File: config.mk
export PLATFORM = sky130hd
export DESIGN_NAME = mfm_track_formatter_flat
export DESIGN_NICKNAME = d
export VERILOG_FILES = /design/src/sv/mfm_pkg.sv /design/src/sv/mfm_if.sv /design/src/sv/mfm_seq.sv /design/src/sv/mfm_track_formatter.sv /design/src/flat_wrapper.sv
export VERILOG_INCLUDE_DIRS = /design/src /design/src/sv
export SDC_FILE = /design/constraint.sdc
export NUM_CORES = 1
export LEC_CHECK = 0
export BUFFER_PORTS_ARGS = -buffer_cell sky130_fd_sc_hd__buf_2
export CAP_MARGIN = 20
export CORE_MARGIN = 2
export CORE_UTILIZATION = 50
export CTS_BUF_LIST = sky130_fd_sc_hd__clkbuf_2 sky130_fd_sc_hd__clkbuf_4 sky130_fd_sc_hd__clkbuf_8
export CTS_CLUSTER_DIAMETER = 40
export CTS_CLUSTER_SIZE = 16
export DETAILED_ROUTE_END_ITERATION = 8
export PLACE_DENSITY = 0.75
export SLEW_MARGIN = 10
export SYNTH_ARGS = -nofsm -noshare
export SYNTH_HDL_FRONTEND = slang
export SYNTH_SLANG_ARGS = --single-unit
File: constraint.sdc
create_clock -name clk -period 5.7 [get_ports clk]
set_clock_uncertainty 0.05 [all_clocks]
set_input_delay 0.57 -clock clk [delete_from_list [all_inputs] [get_ports clk]]
set_output_delay 0.57 -clock clk [all_outputs]
set_load 0.005 [all_outputs]
File: src/sv/assert_macros.svh
// assertion macros shared by the rtl files
`ifndef ASSERT_MACROS_SVH
`define ASSERT_MACROS_SVH

`ifndef SYNTHESIS

// property checked on every rising clock edge outside reset
`define MFM_ASSERT(lbl, clk, rst_n, prop, msg) \
    lbl: assert property (@(posedge clk) disable iff (!rst_n) (prop)) else $error(msg);

// condition in one cycle implies a condition in the next
`define MFM_ASSERT_NEXT(lbl, clk, rst_n, cond, res, msg) \
    lbl: assert property (@(posedge clk) disable iff (!rst_n) (cond) |=> (res)) else $error(msg);

`else

`define MFM_ASSERT(lbl, clk, rst_n, prop, msg)
`define MFM_ASSERT_NEXT(lbl, clk, rst_n, cond, res, msg)

`endif

`endif

File: src/sv/mfm_pkg.sv
// types, constants and the crc step for the mfm track formatter
package mfm_pkg;

    // track layout segments
    typedef enum logic [3:0] {
        SEG_GAP1,
        SEG_GAP2A,
        SEG_GAP2B,
        SEG_IDAM,
        SEG_IDBODY,
        SEG_IDCRC,
        SEG_GAP3A,
        SEG_GAP3B1,
        SEG_GAP3B2,
        SEG_DAM,
        SEG_DATA,
        SEG_DATACRC,
        SEG_GAP4,
        SEG_GAP5
    } segment_t;

    // configuration register indexes
    localparam int unsigned CFG_INDEX_W = 2;
    localparam logic [CFG_INDEX_W-1:0] CFG_TRACK   = 2'd0;
    localparam logic [CFG_INDEX_W-1:0] CFG_SIDE    = 2'd1;
    localparam logic [CFG_INDEX_W-1:0] CFG_SECTORS = 2'd2;
    localparam int unsigned CFG_DATA_W = 7;

    // fixed byte values
    localparam logic [7:0] GAP_BYTE  = 8'h4E;
    localparam logic [7:0] ZERO_BYTE = 8'h00;
    localparam logic [7:0] SYNC_BYTE = 8'hA1;
    localparam logic [7:0] IDAM_BYTE = 8'hFE;
    localparam logic [7:0] DAM_BYTE  = 8'hFB;
    localparam logic [7:0] SIZE_CODE = 8'h02;

    localparam logic [15:0] CRC_POLY = 16'h1021;
    localparam logic [15:0] CRC_SEED = 16'hFFFF;

    localparam logic [9:0] SECTOR_BYTES = 10'd512;
    localparam logic [9:0] IDBODY_LEN   = 10'd4;
    localparam logic [9:0] CRC_LEN      = 10'd2;
    localparam logic [9:0] MARK_LEN     = 10'd1;

    // gap table column codes
    localparam logic [2:0] GAP_1     = 3'd0;
    localparam logic [2:0] GAP_2_00  = 3'd1;
    localparam logic [2:0] GAP_2_A1  = 3'd2;
    localparam logic [2:0] GAP_3_4E  = 3'd3;
    localparam logic [2:0] GAP_3_00  = 3'd4;
    localparam logic [2:0] GAP_3_A1  = 3'd5;
    localparam logic [2:0] GAP_4     = 3'd6;
    localparam logic [2:0] GAP_5     = 3'd7;

    typedef struct packed {
        logic [6:0] track_number;
        logic       side_select;
        logic [3:0] sector_total;
    } cfg_t;

    typedef struct packed {
        logic [7:0]  track_byte;
        logic        data_taken;
        logic [12:0] track_position;
        logic        end_of_track;
    } beat_t;

    // gap lengths per layout row (9, 10, 11 sectors)
    function automatic logic [9:0] gap_len(input logic [1:0] row, input logic [2:0] col);
        logic [9:0] len;
        len = 10'd1;
        case (row)
            2'd0, 2'd1:
            begin
                case (col)
                    GAP_1:    len = 10'd60;
                    GAP_2_00: len = 10'd12;
                    GAP_2_A1: len = 10'd3;
                    GAP_3_4E: len = 10'd22;
                    GAP_3_00: len = 10'd12;
                    GAP_3_A1: len = 10'd3;
                    GAP_4:    len = 10'd40;
                    default:  len = (row == 2'd0) ? 10'd664 : 10'd50;
                endcase
            end
            default:
            begin
                case (col)
                    GAP_1:    len = 10'd10;
                    GAP_2_00: len = 10'd3;
                    GAP_2_A1: len = 10'd3;
                    GAP_3_4E: len = 10'd22;
                    GAP_3_00: len = 10'd12;
                    GAP_3_A1: len = 10'd3;
                    GAP_4:    len = 10'd1;
                    default:  len = 10'd14;
                endcase
            end
        endcase
        return len;
    endfunction

    // ccitt crc over one byte, msb first
    function automatic logic [15:0] crc_byte(input logic [15:0] crc, input logic [7:0] b);
        logic [15:0] c;
        c = crc ^ {b, 8'h00};
        for (int k = 0; k < 8; k++)
        begin
            c = c[15] ? ((c << 1) ^ CRC_POLY) : (c << 1);
        end
        return c;
    endfunction

endpackage

File: src/sv/mfm_if.sv
// valid/ready channel interfaces for input data and track beats
interface mfm_in_if;
    logic       valid;
    logic       ready;
    logic [7:0] data_byte;

    modport source (output valid, output data_byte, input ready);
    modport sink   (input valid, input data_byte, output ready);
endinterface

interface mfm_out_if;
    logic        valid;
    logic        ready;
    logic [7:0]  track_byte;
    logic        data_taken;
    logic [12:0] track_position;
    logic        end_of_track;

    modport source (output valid, output track_byte, output data_taken,
                    output track_position, output end_of_track, input ready);
    modport sink   (input valid, input track_byte, input data_taken,
                    input track_position, input end_of_track, output ready);
endinterface

File: src/sv/mfm_seq.sv
// track layout sequencer: segment counters, byte select and crc
`include "assert_macros.svh"

module mfm_seq (
    input  logic          clk,
    input  logic          rst_n,
    input  mfm_pkg::cfg_t cfg,
    input  logic          advance,
    input  logic [7:0]    data_byte,
    output mfm_pkg::beat_t beat
);
    import mfm_pkg::*;

    segment_t    segment_reg, segment_next;
    logic [9:0]  count_reg, count_next;
    logic [3:0]  sector_index_reg, sector_index_next;
    logic [15:0] crc_reg, crc_next;
    logic [12:0] offset_reg, offset_next;

    logic [3:0]  row_diff;
    logic [1:0]  row;
    logic [3:0]  nsec;
    logic        last_sector;
    logic [7:0]  byte_val;
    logic [9:0]  len;
    segment_t    seg_after;
    logic        crc_en;
    logic        crc_seed;
    logic        taken;
    logic        seg_end;
    logic        eot;
    logic [15:0] crc_base;
    logic [4:0]  sector_plus;

    // layout row from sector count, clamped to the table
    assign row_diff    = cfg.sector_total - 4'd9;
    assign row         = (cfg.sector_total < 4'd9)  ? 2'd0 :
                         (cfg.sector_total > 4'd11) ? 2'd2 : row_diff[1:0];
    assign nsec        = 4'd9 + {2'b00, row};
    assign sector_plus = {1'b0, sector_index_reg} + 5'd1;
    assign last_sector = sector_plus >= {1'b0, nsec};

    // byte, segment length and successor for the current segment
    always_comb
    begin
        byte_val  = GAP_BYTE;
        len       = gap_len(row, GAP_5);
        seg_after = SEG_GAP1;
        crc_en    = 1'b0;
        crc_seed  = 1'b0;
        taken     = 1'b0;
        unique case (segment_reg)
            SEG_GAP1:
            begin
                len       = gap_len(row, GAP_1);
                seg_after = SEG_GAP2A;
            end
            SEG_GAP2A:
            begin
                byte_val  = ZERO_BYTE;
                len       = gap_len(row, GAP_2_00);
                seg_after = SEG_GAP2B;
            end
            SEG_GAP2B:
            begin
                byte_val  = SYNC_BYTE;
                crc_en    = 1'b1;
                crc_seed  = (count_reg == 10'd0);
                len       = gap_len(row, GAP_2_A1);
                seg_after = SEG_IDAM;
            end
            SEG_IDAM:
            begin
                byte_val  = IDAM_BYTE;
                crc_en    = 1'b1;
                len       = MARK_LEN;
                seg_after = SEG_IDBODY;
            end
            SEG_IDBODY:
            begin
                case (count_reg)
                    10'd0:   byte_val = {1'b0, cfg.track_number};
                    10'd1:   byte_val = {7'd0, cfg.side_select};
                    10'd2:   byte_val = {3'd0, sector_plus};
                    default: byte_val = SIZE_CODE;
                endcase
                crc_en    = 1'b1;
                len       = IDBODY_LEN;
                seg_after = SEG_IDCRC;
            end
            SEG_IDCRC:
            begin
                byte_val  = (count_reg == 10'd0) ? crc_reg[15:8] : crc_reg[7:0];
                len       = CRC_LEN;
                seg_after = SEG_GAP3A;
            end
            SEG_GAP3A:
            begin
                len       = gap_len(row, GAP_3_4E);
                seg_after = SEG_GAP3B1;
            end
            SEG_GAP3B1:
            begin
                byte_val  = ZERO_BYTE;
                len       = gap_len(row, GAP_3_00);
                seg_after = SEG_GAP3B2;
            end
            SEG_GAP3B2:
            begin
                byte_val  = SYNC_BYTE;
                crc_en    = 1'b1;
                crc_seed  = (count_reg == 10'd0);
                len       = gap_len(row, GAP_3_A1);
                seg_after = SEG_DAM;
            end
            SEG_DAM:
            begin
                byte_val  = DAM_BYTE;
                crc_en    = 1'b1;
                len       = MARK_LEN;
                seg_after = SEG_DATA;
            end
            SEG_DATA:
            begin
                byte_val  = data_byte;
                taken     = 1'b1;
                crc_en    = 1'b1;
                len       = SECTOR_BYTES;
                seg_after = SEG_DATACRC;
            end
            SEG_DATACRC:
            begin
                byte_val  = (count_reg == 10'd0) ? crc_reg[15:8] : crc_reg[7:0];
                len       = CRC_LEN;
                seg_after = SEG_GAP4;
            end
            SEG_GAP4:
            begin
                len       = gap_len(row, GAP_4);
                seg_after = last_sector ? SEG_GAP5 : SEG_GAP2A;
            end
            SEG_GAP5:
            begin
                seg_after = SEG_GAP1;
            end
            default:
            begin
                seg_after = SEG_GAP1;
            end
        endcase
    end

    // segment end, sector step and crc update
    assign seg_end  = ({1'b0, count_reg} + 11'd1) >= {1'b0, len};
    assign eot      = seg_end && (seg_after == SEG_GAP1);
    assign crc_base = crc_seed ? CRC_SEED : crc_reg;

    always_comb
    begin
        segment_next      = segment_reg;
        count_next        = count_reg + 10'd1;
        sector_index_next = sector_index_reg;
        if (seg_end)
        begin
            segment_next = seg_after;
            count_next   = 10'd0;
            if (segment_reg == SEG_GAP4 && seg_after == SEG_GAP2A)
            begin
                sector_index_next = sector_plus[3:0];
            end
            else if (seg_after == SEG_GAP1)
            begin
                sector_index_next = 4'd0;
            end
        end
        crc_next    = crc_en ? crc_byte(crc_base, byte_val) : crc_reg;
        offset_next = eot ? 13'd0 : offset_reg + 13'd1;
    end

    // sequencer state, stepped once per accepted beat
    always_ff @(posedge clk or negedge rst_n)
    begin
        if (!rst_n)
        begin
            segment_reg      <= SEG_GAP1;
            count_reg        <= 10'd0;
            sector_index_reg <= 4'd0;
            crc_reg          <= CRC_SEED;
            offset_reg       <= 13'd0;
        end
        else if (advance)
        begin
            segment_reg      <= segment_next;
            count_reg        <= count_next;
            sector_index_reg <= sector_index_next;
            crc_reg          <= crc_next;
            offset_reg       <= offset_next;
        end
    end

    assign beat.track_byte     = byte_val;
    assign beat.data_taken     = taken;
    assign beat.track_position = offset_reg;
    assign beat.end_of_track   = eot;

    `MFM_ASSERT(a_sector_range, clk, rst_n, sector_index_reg <= 4'd10, "sector index out of range")
    `MFM_ASSERT(a_count_range, clk, rst_n, count_reg < 10'd664, "segment count overran")
    `MFM_ASSERT_NEXT(a_eot_restart, clk, rst_n, advance && eot, offset_reg == 13'd0, "offset not restarted after end of track")

endmodule

File: src/sv/mfm_track_formatter.sv
// top level of the mfm track formatter: config registers and output stage
// Usage
// din carries one pending sector data byte per beat; every accepted din beat
// yields exactly one dout beat holding the next raw track byte, its byte
// offset in the track, an end of track flag and data_taken. When data_taken
// is low the data byte of that beat was not used and the source presents it
// again on the next beat. The track is 6250 bytes and repeats endlessly.
// dout valid rises in the cycle after din accept; throughput is one beat per
// cycle unless dout stalls, set by the segment sequencer and byte-wide crc step.
// The output register stays loaded while dout is stalled; din is refused only
// while a held result is not taken in the same cycle.
// cfg_we writes cfg_data into the register chosen by cfg_index (track number,
// side, sector count); change it only while the block is idle.
// Reset (rst_n low, asynchronous) returns to the start of gap 1 with the crc
// seeded, track 0, side 0 and nine sectors, and empties the output register.
`include "assert_macros.svh"

module mfm_track_formatter (
    input  logic                             clk,
    input  logic                             rst_n,
    input  logic                             cfg_we,
    input  logic [mfm_pkg::CFG_INDEX_W-1:0]  cfg_index,
    input  logic [mfm_pkg::CFG_DATA_W-1:0]   cfg_data,
    mfm_in_if.sink                           din,
    mfm_out_if.source                        dout
);
    import mfm_pkg::*;

    cfg_t  cfg_reg;
    beat_t beat;
    beat_t out_reg;
    logic  out_valid_reg, out_valid_next;
    logic  advance;

    // configuration registers
    always_ff @(posedge clk or negedge rst_n)
    begin
        if (!rst_n)
        begin
            cfg_reg.track_number <= 7'd0;
            cfg_reg.side_select  <= 1'b0;
            cfg_reg.sector_total <= 4'd9;
        end
        else if (cfg_we)
        begin
            unique case (cfg_index)
                CFG_TRACK:   cfg_reg.track_number <= cfg_data;
                CFG_SIDE:    cfg_reg.side_select  <= cfg_data[0];
                CFG_SECTORS: cfg_reg.sector_total <= cfg_data[3:0];
                default:     ;
            endcase
        end
    end

    // accept while the output stage is empty or draining
    assign din.ready = !out_valid_reg || dout.ready;
    assign advance   = din.valid && din.ready;

    mfm_seq u_seq (
        .clk       (clk),
        .rst_n     (rst_n),
        .cfg       (cfg_reg),
        .advance   (advance),
        .data_byte (din.data_byte),
        .beat      (beat)
    );

    // output register
    always_comb
    begin
        out_valid_next = out_valid_reg;
        if (advance)
        begin
            out_valid_next = 1'b1;
        end
        else if (dout.ready)
        begin
            out_valid_next = 1'b0;
        end
    end

    always_ff @(posedge clk or negedge rst_n)
    begin
        if (!rst_n)
        begin
            out_valid_reg <= 1'b0;
        end
        else
        begin
            out_valid_reg <= out_valid_next;
        end
    end

    always_ff @(posedge clk)
    begin
        if (advance)
        begin
            out_reg <= beat;
        end
    end

    assign dout.valid          = out_valid_reg;
    assign dout.track_byte     = out_reg.track_byte;
    assign dout.data_taken     = out_reg.data_taken;
    assign dout.track_position = out_reg.track_position;
    assign dout.end_of_track   = out_reg.end_of_track;

    `MFM_ASSERT(a_eot_gap, clk, rst_n, !(dout.valid && dout.end_of_track) || (dout.track_byte == GAP_BYTE && !dout.data_taken), "end of track beat is not a gap byte")
    `MFM_ASSERT(a_stall_blocks, clk, rst_n, !(dout.valid && !dout.ready) || !din.ready, "input accepted over a stalled result")
    `MFM_ASSERT_NEXT(a_accept_valid, clk, rst_n, din.valid && din.ready, dout.valid, "accepted beat produced no result")

endmodule

File: src/flat_wrapper.sv
// flat-port wrapper written by rule: the top's interface ports become plain ports
module mfm_track_formatter_flat import mfm_pkg::*;
  (clk, rst_n, cfg_we, cfg_index, cfg_data, din_valid, din_data_byte, din_ready, dout_valid, dout_track_byte, dout_data_taken, dout_track_position, dout_end_of_track, dout_ready);
  mfm_in_if din_i ();
  mfm_out_if dout_i ();
  input  logic clk;
  input  logic rst_n;
  input  logic cfg_we;
  input  logic [mfm_pkg::CFG_INDEX_W-1:0] cfg_index;
  input  logic [mfm_pkg::CFG_DATA_W-1:0] cfg_data;
  input wire logic [$bits(din_i.valid)-1:0] din_valid;
  input wire logic [$bits(din_i.data_byte)-1:0] din_data_byte;
  output wire logic [$bits(din_i.ready)-1:0] din_ready;
  output wire logic [$bits(dout_i.valid)-1:0] dout_valid;
  output wire logic [$bits(dout_i.track_byte)-1:0] dout_track_byte;
  output wire logic [$bits(dout_i.data_taken)-1:0] dout_data_taken;
  output wire logic [$bits(dout_i.track_position)-1:0] dout_track_position;
  output wire logic [$bits(dout_i.end_of_track)-1:0] dout_end_of_track;
  input wire logic [$bits(dout_i.ready)-1:0] dout_ready;
  assign din_i.valid = din_valid;
  assign din_i.data_byte = din_data_byte;
  assign din_ready = din_i.ready;
  assign dout_valid = dout_i.valid;
  assign dout_track_byte = dout_i.track_byte;
  assign dout_data_taken = dout_i.data_taken;
  assign dout_track_position = dout_i.track_position;
  assign dout_end_of_track = dout_i.end_of_track;
  assign dout_i.ready = dout_ready;
  mfm_track_formatter u_core (.clk(clk), .rst_n(rst_n), .cfg_we(cfg_we), .cfg_index(cfg_index), .cfg_data(cfg_data), .din(din_i), .dout(dout_i));
endmodule
==> impl_metrics.toml <==
[logic_synthesis]
syn-num-nets = 592
postSynthAreaPerCell_um2 = 9.57
synth_common_cells = "59 x nand2_1, 45 x o21ai_0, 43 x nor2_1, 42 x dfrtp_1, 30 x xnor2_1"
synth_area_um2 = 5260
synth_xor_area_share_pct = 7.81
syn_inst = 549
yosysMostFrequentCell = "nand2_1"
synth-edff-count = 23
synth_fa_ha_area_share_pct = 5.00
synth_cell_types = 76
synth.mux.area_fraction_pct = 3.98
synthTopCellsByArea = "dfrtp_1 20%, edfxtp_1 13%, dfstp_2 9.0%"
ys_ff_latch = 83
synth_top_area_share_pct = 20.0
synth_top_family_by_area = "compound AO/OA/AOI/OAI gates"
ys_seq_area_share_pct = 42.1
synth_compound_area_share_pct = 19.0
synth_flop_cell = "dfrtp_1"
synth-async-reset-ratio_pct = 72.3
yosys_warnings = 0
yosysTopAreaCell = "dfrtp_1"
synth-simple-area-share_pct = 17.8

[worst_setup_path]
path_class = "reg2reg"
r2r_slack_ps = 1200
rr_worst_depth = 18
crit_path_max_fanout = 13
end_kind = "flop"
r2r-end = "u_core.u_seq.sector_index_reg[0]"
r2r-start = "u_core.cfg_reg[0]"
crit_required_ps = 5920
critPathArrivalTime_ps = 4720
critPathLaunchType = "flop"

[floorplan]
initial_core_util_pct = 51.1
fp.dieH_um = 107
die-area_um2 = 11300
die-width_um = 107
rows = 37
core_area_um2 = 10300
ios = 47

[detailed_routing]
routed_wl_um = 11400
drt_pre_antenna_iters = 5
antenna_left = 0
drc = 0
vias = 4223
drtIter0Drc = 325
wl_per_cell_um = 15.9
routed_via_density = 5.85

[power]
p_switching_uw = 952
seqPwrFrac_pct = 38.1
clock_power_share_pct = 18.7
combPwrFrac_pct = 43.2
leakage_uw = 0.00234
p_sw_share_pct = 40.6
vdd_drop_max_v = 0.000180
power.density_nw_per_um2 = 407
p_int_uw = 1390

[final_layout]
fin_area_um2 = 5770
multiInputGateArea_um2 = 2810
largest_register_ffs = 16
layout-drive-gt1-share_pct = 20.6
diodes = 0
syn_to_final_growth_pct = 9.71
nNetsFinal = 624
regArea_um2 = 2210
fillers = 923

[timing]
min_period_ps = 4500
fmax_mhz = 222
drv_slew = 0
setup_viol = 0
timing.final.crit_share_pct = 79.0
worst_slack_ps = 1200
hold_viol = 0
slew_headroom_pct = 33.5
fin_hold_ws_ps = 299
worstMarginPinSlew_ps = 995
rsz0062_at_grt = "false"
fin_setup_tns_ps = 0

[global_routing]
grt_pass1_wl_um = 19200
antenna_found_initial = 0
grtUsageTotal_pct = 21.1
grt_max_degree = 61
grt_pass1_vias = 4028
overflow = 0

[place]
numPortBuffers = 46
placed_area_um2 = 5560
pre_cts_ws_ps = 1280
dpl.hpwl_um = 8260
gp_congestion = 0.900

[cts]
post_cts_buffers = 0
holdBufCountCts = 0
cts_tree = "done"
cts_sinks = 83
root_buffer = "clkbuf_8"
cts_buffers = 9
cts_buffer_depth = 2
clk_latency_ps = 380
htree_levels = 3
path_clk_slew_ps = 100
ctsResizeCount = 0

[hold_path]
hold_path_class = "in2async"

[flow_run]
maxCapViolations = 0

[status]
status = "completed"
==> stage by stage <==
| step | std cells | power [µW] | utilization [%] |
|---|---|---|---|
| global placement | 706 | 1860 | 54.1 |
| floorplan | 549 | 1680 | - |
| CTS | 722 | 2350 | 56.1 |
| global route | 722 | 2510 | 56.1 |
| finish | 722 | 2350 | 56.1 |
| detailed placement | 706 | 1910 | 54.1 |
==> area by class of cell <==
cell class,instances,area share (%)
repair buffers,54,5.03
clock inverters,7,1.37
inverters,20,1.30
multi-input cells,413,48.8
well taps,136,2.95
flip-flops and latches,83,38.4
clock buffers,9,2.15
==> power by group through the flow <==
stage                     sequential [µW]  clock (µW)  combinational [µW]
after floorplan                       853           0                 829
after detailed placement              904           0                1000
final                                 894         438                1010
after CTS                             892         448                1010
after global routing                  912         471                1130
after global placement                894           0                 970
==> routing by layer <==
layer,vias up,GRT usage [%],share of wire (%)
li1,2047,-,-
met1,2028,28.0,45
met2,128,35.0,49
met3,20,2.88,4.2
met4,0,8.53,2.2
met5,-,0,0
==> cell usage in the layout, fill, tap and decap left out, types with 5 or more instances in the layout <==
| master | synthesis | layout |
|---|---|---|
| o211ai_1 | 5 | 5 |
| a21oi_1 | 22 | 22 |
| dfstp_2 | 18 | 18 |
| xnor2_1 | 30 | 30 |
| clkbuf_8 | 0 | 9 |
| and3_1 | 10 | 10 |
| nand2b_1 | 10 | 10 |
| buf_4 | 0 | 8 |
| nand3_1 | 14 | 14 |
| dfrtp_1 | 42 | 42 |
| nor2_1 | 43 | 43 |
| a31oi_1 | 9 | 9 |
| nor3_1 | 9 | 9 |
| mux2_2 | 15 | 15 |
| buf_2 | 9 | 46 |
| o21ai_0 | 45 | 44 |
| inv_1 | 20 | 20 |
| nand4_1 | 6 | 6 |
| a211o_1 | 5 | 5 |
| xor2_1 | 10 | 10 |
| a22o_1 | 6 | 6 |
| o21ai_1 | 6 | 7 |
| ha_1 | 21 | 21 |
| edfxtp_1 | 23 | 23 |
| nand2_1 | 59 | 59 |
==> kinds of logic (layout without fill, tap and decap cells) <==
family,after synthesis,count (layout)
mux,19,19
simple gates,182,182
buf+inv,53,90
xor+xnor,43,43
fa+ha+maj,21,21
compound gates,148,148
flops,83,83
==> worst max path at each step <==
stage	from	to	slack, ps	cells past startpoint
after floorplan	u_core.cfg_reg[0]	u_core.dout.end_of_track	1630	17
after global placement	u_core.cfg_reg[0]	u_core.u_seq.sector_index_reg[0]	1410	18
after detailed placement	u_core.cfg_reg[0]	u_core.u_seq.sector_index_reg[0]	1280	18
after CTS	u_core.cfg_reg[0]	u_core.u_seq.sector_index_reg[0]	1250	18
after global routing	u_core.cfg_reg[0]	u_core.u_seq.sector_index_reg[0]	1010	18
final	u_core.cfg_reg[0]	u_core.u_seq.sector_index_reg[0]	1200	18
==> worst max-delay path: stages, from the launching register on <==
cell     delay, ps
dfstp_2        540
inv_1           50
ha_1           200
or4b_2         670
ha_1           270
and3_1         190
o21ai_0        130
o21ai_0        110
a31oi_1        170
o21ai_0        110
ha_1           280
a21o_1         160
a21oi_1        130
o21ai_0        100
a211o_1        320
a31oi_1        180
buf_4          210
or3_1          190
mux2_2         340
No activity file was read; power rests on OpenSTA's default activity.
